### src/ucw_pkg.sv
`default_nettype none
package ucw_pkg;

	localparam int BYTE_W  = 8;
	localparam int ROW_W   = 7;
	localparam int COL_W   = 8;
	localparam int POINT_W = 21;

	localparam logic [POINT_W-1:0] LINE_FEED  = POINT_W'(10);
	localparam logic [COL_W-1:0]   COLS_RESET = COL_W'(122);

	// lead byte prefixes, compared against the top bits of the byte
	localparam logic [2:0] LEAD2_PFX = 3'h6;
	localparam logic [3:0] LEAD3_PFX = 4'hE;
	localparam logic [4:0] LEAD4_PFX = 5'h1E;

	typedef logic [1:0] pending_t;

endpackage
`default_nettype wire

### src/ucw_if.sv
`default_nettype none
interface ucw_byte_if;
	import ucw_pkg::*;
	logic              valid;
	logic              ready;
	logic [BYTE_W-1:0] stream_byte;
	modport source (output valid, output stream_byte, input ready);
	modport sink   (input valid, input stream_byte, output ready);
endinterface

interface ucw_cell_if;
	import ucw_pkg::*;
	logic               valid;
	logic               ready;
	logic [ROW_W-1:0]   cell_row;
	logic [COL_W-1:0]   cell_column;
	logic [POINT_W-1:0] code_point;
	modport source (output valid, output cell_row, output cell_column, output code_point,
		input ready);
	modport sink   (input valid, input cell_row, input cell_column, input code_point,
		output ready);
endinterface

interface ucw_cfg_if;
	import ucw_pkg::*;
	logic             valid;
	logic             ready;
	logic [COL_W-1:0] columns_in_use;
	modport source (output valid, output columns_in_use, input ready);
	modport sink   (input valid, input columns_in_use, output ready);
endinterface
`default_nettype wire

### src/utf8_char_cell_writer.sv
// UTF-8 byte stream to text cell write commands.
// stream (sink): one raw byte per word. Bytes are decoded into code points of
//   1 to 4 bytes; bytes after a lead byte are used as continuations as-is.
//   Invalid lead bytes are dropped.
// cmd (source): one write word per finished code point other than line feed,
//   carrying the cursor row, column and code point. A line feed only moves the
//   cursor to column 0 of the next row; the row sticks at MAX_LINES-1.
// cfg (sink): columns_in_use, always ready. 0 acts as 1, above MAX_COLUMNS acts
//   as MAX_COLUMNS. Write only while the block is idle.
// Output: the write word is registered and appears in the cycle after the byte that finishes it.
// Throughput: one byte per cycle. The decode and cursor update sit between the
//   accept edge and the cmd output register; the output register holds one
//   word, so a byte is taken whenever that register is empty or being drained.
// Stall: while cmd.ready is low with a word held, stream.ready is low and no
//   byte is taken; the held word stays stable.
// Reset (arst_n low): cursor at row 0 column 0, no sequence open, output empty,
//   columns_in_use back to 122.
`default_nettype none
module utf8_char_cell_writer #(
	parameter int MAX_COLUMNS = 192,
	parameter int MAX_LINES   = 108
) (
	input  logic     clk,
	input  logic     arst_n,
	ucw_byte_if.sink stream,
	ucw_cell_if.source cmd,
	ucw_cfg_if.sink  cfg
);
	import ucw_pkg::*;

	localparam logic [COL_W:0]   MaxCols = (COL_W+1)'(MAX_COLUMNS);
	localparam logic [ROW_W-1:0] LastRow = ROW_W'(MAX_LINES - 1);

	// decoder and cursor state
	logic [COL_W-1:0]   cols_q;
	pending_t           pend_q;
	logic [POINT_W-1:0] part_q;
	logic [COL_W-1:0]   col_q;
	logic [ROW_W-1:0]   row_q;

	// output register
	logic               out_v_q;
	logic [ROW_W-1:0]   out_row_q;
	logic [COL_W-1:0]   out_col_q;
	logic [POINT_W-1:0] out_pt_q;

	logic               accept;
	logic               finish;
	logic               emit;
	logic [POINT_W-1:0] fin_pt;
	pending_t           pend_d;
	logic [POINT_W-1:0] part_d;
	logic [COL_W:0]     eff_cols;
	logic [COL_W:0]     col_inc;
	logic [ROW_W-1:0]   row_inc;
	logic [COL_W-1:0]   col_d;
	logic [ROW_W-1:0]   row_d;
	logic [BYTE_W-1:0]  b;

	assign b          = stream.stream_byte;
	assign stream.ready = !out_v_q || cmd.ready;
	assign accept     = stream.valid && stream.ready;
	assign cfg.ready  = 1'b1;

	// effective column count
	always_comb begin
		if (cols_q == '0) begin
			eff_cols = (COL_W+1)'(1);
		end else if ({1'b0, cols_q} > MaxCols) begin
			eff_cols = MaxCols;
		end else begin
			eff_cols = {1'b0, cols_q};
		end
	end

	// byte decode
	always_comb begin
		finish = 1'b0;
		fin_pt = part_q;
		pend_d = pend_q;
		part_d = part_q;
		if (pend_q != '0) begin
			// continuation: top bits not checked
			part_d = {part_q[POINT_W-7:0], b[5:0]};
			pend_d = pend_q - pending_t'(1);
			fin_pt = part_d;
			finish = (pend_q == pending_t'(1));
		end else if (!b[7]) begin
			fin_pt = POINT_W'(b);
			finish = 1'b1;
		end else if (b[7:5] == LEAD2_PFX) begin
			part_d = POINT_W'(b[4:0]);
			pend_d = pending_t'(1);
		end else if (b[7:4] == LEAD3_PFX) begin
			part_d = POINT_W'(b[3:0]);
			pend_d = pending_t'(2);
		end else if (b[7:3] == LEAD4_PFX) begin
			part_d = POINT_W'(b[2:0]);
			pend_d = pending_t'(3);
		end
		// anything else is a bad lead byte: dropped, state kept
	end

	// cursor advance
	always_comb begin
		col_inc = {1'b0, col_q} + (COL_W+1)'(1);
		row_inc = (row_q == LastRow) ? LastRow : row_q + ROW_W'(1);
		emit    = finish && (fin_pt != LINE_FEED);
		col_d   = col_q;
		row_d   = row_q;
		if (finish) begin
			if (fin_pt == LINE_FEED || col_inc >= eff_cols) begin
				col_d = '0;
				row_d = row_inc;
			end else begin
				col_d = col_inc[COL_W-1:0];
			end
		end
	end

	always_ff @(posedge clk or negedge arst_n) begin
		if (!arst_n) begin
			cols_q  <= COLS_RESET;
			pend_q  <= '0;
			part_q  <= '0;
			col_q   <= '0;
			row_q   <= '0;
			out_v_q <= 1'b0;
		end else begin
			if (cfg.valid) begin
				cols_q <= cfg.columns_in_use;
			end
			if (accept) begin
				pend_q  <= pend_d;
				part_q  <= part_d;
				col_q   <= col_d;
				row_q   <= row_d;
				out_v_q <= emit;
			end else if (cmd.ready) begin
				out_v_q <= 1'b0;
			end
		end
	end

	// payload, no reset
	always_ff @(posedge clk) begin
		if (accept && emit) begin
			out_row_q <= row_q;
			out_col_q <= col_q;
			out_pt_q  <= fin_pt;
		end
	end

	assign cmd.valid       = out_v_q;
	assign cmd.cell_row    = out_row_q;
	assign cmd.cell_column = out_col_q;
	assign cmd.code_point  = out_pt_q;

endmodule
`default_nettype wire

### src/flat_wrapper.sv
// flat-port wrapper written by rule: the top's interface ports become plain ports
module utf8_char_cell_writer_flat import ucw_pkg::*;
#(
	parameter int MAX_COLUMNS = 192,
	parameter int MAX_LINES   = 108
)
  (clk, arst_n, stream_valid, stream_stream_byte, stream_ready, cmd_valid, cmd_cell_row, cmd_cell_column, cmd_code_point, cmd_ready, cfg_valid, cfg_columns_in_use, cfg_ready);
  ucw_byte_if stream_i ();
  ucw_cell_if cmd_i ();
  ucw_cfg_if cfg_i ();
  input  logic clk;
  input  logic arst_n;
  input wire logic [$bits(stream_i.valid)-1:0] stream_valid;
  input wire logic [$bits(stream_i.stream_byte)-1:0] stream_stream_byte;
  output wire logic [$bits(stream_i.ready)-1:0] stream_ready;
  output wire logic [$bits(cmd_i.valid)-1:0] cmd_valid;
  output wire logic [$bits(cmd_i.cell_row)-1:0] cmd_cell_row;
  output wire logic [$bits(cmd_i.cell_column)-1:0] cmd_cell_column;
  output wire logic [$bits(cmd_i.code_point)-1:0] cmd_code_point;
  input wire logic [$bits(cmd_i.ready)-1:0] cmd_ready;
  input wire logic [$bits(cfg_i.valid)-1:0] cfg_valid;
  input wire logic [$bits(cfg_i.columns_in_use)-1:0] cfg_columns_in_use;
  output wire logic [$bits(cfg_i.ready)-1:0] cfg_ready;
  assign stream_i.valid = stream_valid;
  assign stream_i.stream_byte = stream_stream_byte;
  assign stream_ready = stream_i.ready;
  assign cmd_valid = cmd_i.valid;
  assign cmd_cell_row = cmd_i.cell_row;
  assign cmd_cell_column = cmd_i.cell_column;
  assign cmd_code_point = cmd_i.code_point;
  assign cmd_i.ready = cmd_ready;
  assign cfg_i.valid = cfg_valid;
  assign cfg_i.columns_in_use = cfg_columns_in_use;
  assign cfg_ready = cfg_i.ready;
  utf8_char_cell_writer #(.MAX_COLUMNS(MAX_COLUMNS), .MAX_LINES(MAX_LINES)) u_core (.clk(clk), .arst_n(arst_n), .stream(stream_i), .cmd(cmd_i), .cfg(cfg_i));
endmodule
### config.mk
export PLATFORM = sky130hd
export DESIGN_NAME = utf8_char_cell_writer_flat
export DESIGN_NICKNAME = d
export VERILOG_FILES = /design/src/ucw_pkg.sv /design/src/ucw_if.sv /design/src/utf8_char_cell_writer.sv /design/src/flat_wrapper.sv
export SDC_FILE = /design/constraint.sdc
export NUM_CORES = 1
export LEC_CHECK = 0
export BUFFER_PORTS_ARGS = -buffer_cell sky130_fd_sc_hd__clkbuf_2
export CAP_MARGIN = 20
export CORE_ASPECT_RATIO = 1.75
export CORE_UTILIZATION = 60
export CTS_CLUSTER_SIZE = 30
export DETAILED_ROUTE_END_ITERATION = 6
export GPL_ROUTABILITY_DRIVEN = 1
export HOLD_SLACK_MARGIN = 0.12
export PLACE_DENSITY_LB_ADDON = 0.25
export SKIP_CTS_REPAIR_TIMING = 1
export SLEW_MARGIN = 10
export SYNTH_ARGS = -nofsm -noshare
export SYNTH_HDL_FRONTEND = slang
export SYNTH_SLANG_ARGS = --single-unit
### constraint.sdc
create_clock -name clk -period 7.7 [get_ports clk]
set_input_delay 0.77 -clock clk [delete_from_list [all_inputs] [get_ports clk]]
set_output_delay 0.77 -clock clk [all_outputs]
set_load 0.02 [all_outputs]
==> summary.md <==
| Metric | Value |
|---|---|
| Status | finished clean |
| Post-synth ARST share | 56.6% |
| Clk Latency, worst-skew pair | 360 ps |
| Mux cell area share after synthesis | 5.61% |
| Final hold violations | 0 |
| Synthesized area | 3770 um2 |
| Vias in the first global route | 2657 |
| Synth cell types | 45 |
| I/O pin count | 60 |
| Critical path arrival | 3520 ps |
| Slew @ Worst Pin | 977 ps |
| Synth warnings | 0 |
| DRT antenna net count | 0 |
| Grt total ovfl | 0 |
| First-pass GRT wire length | 11700 um |
| Critical Path Max Stage Delay | 690 ps |
| DRT iter0 DRCs | 115 |
| Fraction of layout cells with a size suffix above 1 | 26.4% |
| Hold crit path type | in -> async |
| Synth Instances | 341 |
| Xor/xnor share of the synthesized area | 2.09% |
| Via density | 5.69 |
| Crit path max fanout | 11 |
| Maxcap violations | 0 |
| Fin crit share | 42.1% |
| Startpoint types | flop |
| CTS buffer count | 9 |
| Worst setup path class | reg -> reg |
| #FFs+latches synth | 83 |
| CTS tree | done |
| Clock root cell | clkbuf_8 |
| Fillers | 437 |
| Mapped Avg Cell Area | 11.1 um2 |
| Synth Area in Compound Gates | 9.93% |
| Clock buffer depth | 2 |
| Most used DFF post-synth | dfrtp_1 |
| DRT Pass-1 Iters | 4 |
| H-tree level count | 3 |
| Cell with the most instances on the worst path | nand2_1 |
| Clock transition at path regs | 80 ps |
| Largest family of logic cells by synthesized area | simple AND/OR/NAND/NOR gates |
| Die area | 6610 um2 |
| Vias | 2730 |
| Dpl ws | 4280 ps |
| Fmax | 0.308 GHz |
| Relative slew slack | 34.7% |
| Antenna diodes | 0 |
| Final Skew | 10.9 ps |
| Initial core utilization | 63.1% |
| Cell Chain, Critical Path | ha_1 > and3_1 > nand3_1 > nand2_1 > nand2_1 > ha_1 > a21oi_1 > o221ai_1 > a21oi_1 > nand2_1 > o22ai_1 |
| Setup TNS | 0 ps |
| Post-Synth Adder-Cell Area | 3.32% |
| WL per Instance | 14.6 um |
| VDD IR max | 0.000232 V |
| P_leak | 0.00191 uW |
| Cell Rows | 37 |
| Vert. Die Dim | 107 um |
| Total Routing Usage GR | 24.7% |
| Max-slew violations | 0 |
| Drt drc | 0 |
| Core footprint | 5970 um2 |
| Syn Nets | 372 |
| Sink Count | 83 |
| RSZ-0062 raised after global routing | no |
| Layout Nets | 428 |
| Final setup fails | 0 |
| PnR worst setup slack | 4460 ps |
| Initial antenna violation count | 0 |
| Crit end category | flop |
| Sequential share of the synthesized area | 60.1% |
| I/O Buffers | 58 |
| Min Tclk post-route | 3240 ps |
| Pin count of the biggest net entering global routing | 48 |
| Synth Area in Simple Gates | 15.9% |
| PwrDens | 362 nW/um2 |
| EDFF count, synth | 36 |
| GPL Wtd Cong | 0.854 |
| Worst Path Required | 7980 ps |
| Area grow syn2layout | 13.6% |
| Crit-path slowest cell | a21oi_1 |
| Total Wirelength | 7020 um |
| Hpwl dp | 4950 um |
| Die X-Extent | 61.9 um |
==> critical path: cells and delay by family (launching register included) <==
kind | cells | cell delay [ps]
flip-flops | 1 | 470
AO/OA/AOI/OAI | 4 | 1190
AND/OR/NAND/NOR | 5 | 930
adder cells (fa/ha/maj) | 2 | 560
==> sequential cells by signal, indices dropped and copies added, names as in the netlist <==
signal and cells:
u_core.col_q 8, u_core.cols_q 8, u_core.cmd.cell_row 7, u_core.cmd.code_point 21, u_core.row_q 7, u_core.cmd.valid 1
u_core.cmd.cell_column 8, u_core.pend_q 2, u_core.part_q 21
==> report_power, final <==
group | internal [uW] | total (uW) | leakage [uW] | switching [uW]
sequential | 635 | 752 | 0.000933 | 117
combinational | 189 | 520 | 0.000888 | 331
clock | 133 | 279 | 0.0000908 | 146
==> synth_stat cells, types with 6 or more instances <==
cell	number	area share [%]
a21oi_1	6	0.80
clkbuf_1	11	1.1
dfrtp_1	42	28
edfxtp_1	36	29
ha_1	10	3.3
inv_1	9	0.90
mux2_2	17	5.1
nand2_1	84	8.4
nand3_1	10	1.3
nor2_1	13	1.3
o21ai_0	24	3.2
o21ai_1	7	0.93
xor2_1	7	1.6
==> path summary, 6_finish.rpt <==
check,startpoint,end,slack [ps],depth (start not counted)
setup / recovery,u_core.col_q[0],u_core.col_q[5],4460,11
min in group clk,u_core.row_q[6],u_core.cmd.cell_row[6],510,0
max in group asynchronous,arst_n,u_core.col_q[2],6810,2
hold / removal,arst_n,u_core.row_q[5],490,2
hold reg to reg,u_core.row_q[6],u_core.cmd.cell_row[6],510,0
setup reg to reg,u_core.col_q[0],u_core.col_q[5],4460,11
==> cells by family (layout without fill, tap and decap cells) <==
kind of cell	count (synthesis)	in the layout
muxes	19	19
AOI/OAI and AO/OA	60	60
DFF	83	83
and+or+nand+nor	134	134
adders and majority gates	10	10
buffers and inverters	25	86
other	1	1
xor gates and xnor gates	9	9
==> placed cells by master (no fill, tap or decap), drive strengths merged <==
master / Yosys / routed
mux2i: 2 / 2
or2: 3 / 3
xnor2: 2 / 2
nand4b: 1 / 1
nand3: 10 / 10
ha: 10 / 10
conb: 1 / 1
o21bai: 1 / 1
dfstp: 5 / 5
edfxtp: 36 / 36
a2bb2oi: 2 / 2
or4b: 1 / 1
and3: 2 / 2
a22o: 4 / 4
buf: 5 / 3
nor3b: 3 / 3
inv: 9 / 9
a21o: 2 / 2
nand2b: 2 / 2
clkbuf: 11 / 71
nor4: 5 / 5
a21oi: 6 / 6
a31oi: 4 / 4
nor3: 5 / 5
clkinv: 0 / 3
a211oi: 4 / 4
a211o: 1 / 1
o221ai: 1 / 1
xor2: 7 / 7
or3: 2 / 2
nand2: 84 / 84
o22ai: 3 / 3
mux2: 17 / 17
dfrtp: 42 / 42
nor2: 13 / 13
nand4: 3 / 3
a22oi: 1 / 1
o21ai: 31 / 31
==> layer usage <==
layer	track usage, %	share of wire (%)	vias up
met5	0	0	-
met4	15.7	3.7	0
met3	5.79	4.1	23
met2	39.6	54	79
met1	28.3	38	1318
li1	-	-	1310
==> area by class of cell <==
type                    count  area [um2]  share of cell area (%)
flip-flops and latches     83        2260                    52.8
clock inverters             3        13.8                   0.321
multi-input cells         233        1400                    32.7
well taps                  78        97.6                    2.28
inverters                   9        33.8                   0.789
repair buffers             61         313                    7.30
clock buffers              13         159                    3.71
==> through the flow <==
step,instances,area [um2],hold WS [ps],power [uW],util [%]
finish,480,4280,493,1550,71.7
global route,480,4280,522,1650,71.7
CTS,480,4280,498,1550,71.7
detailed placement,464,4110,481,1280,68.8
global placement,464,4110,484,1260,68.8
floorplan,341,3770,459,1120,-
Note: power is estimated with default switching activity, not from simulation.
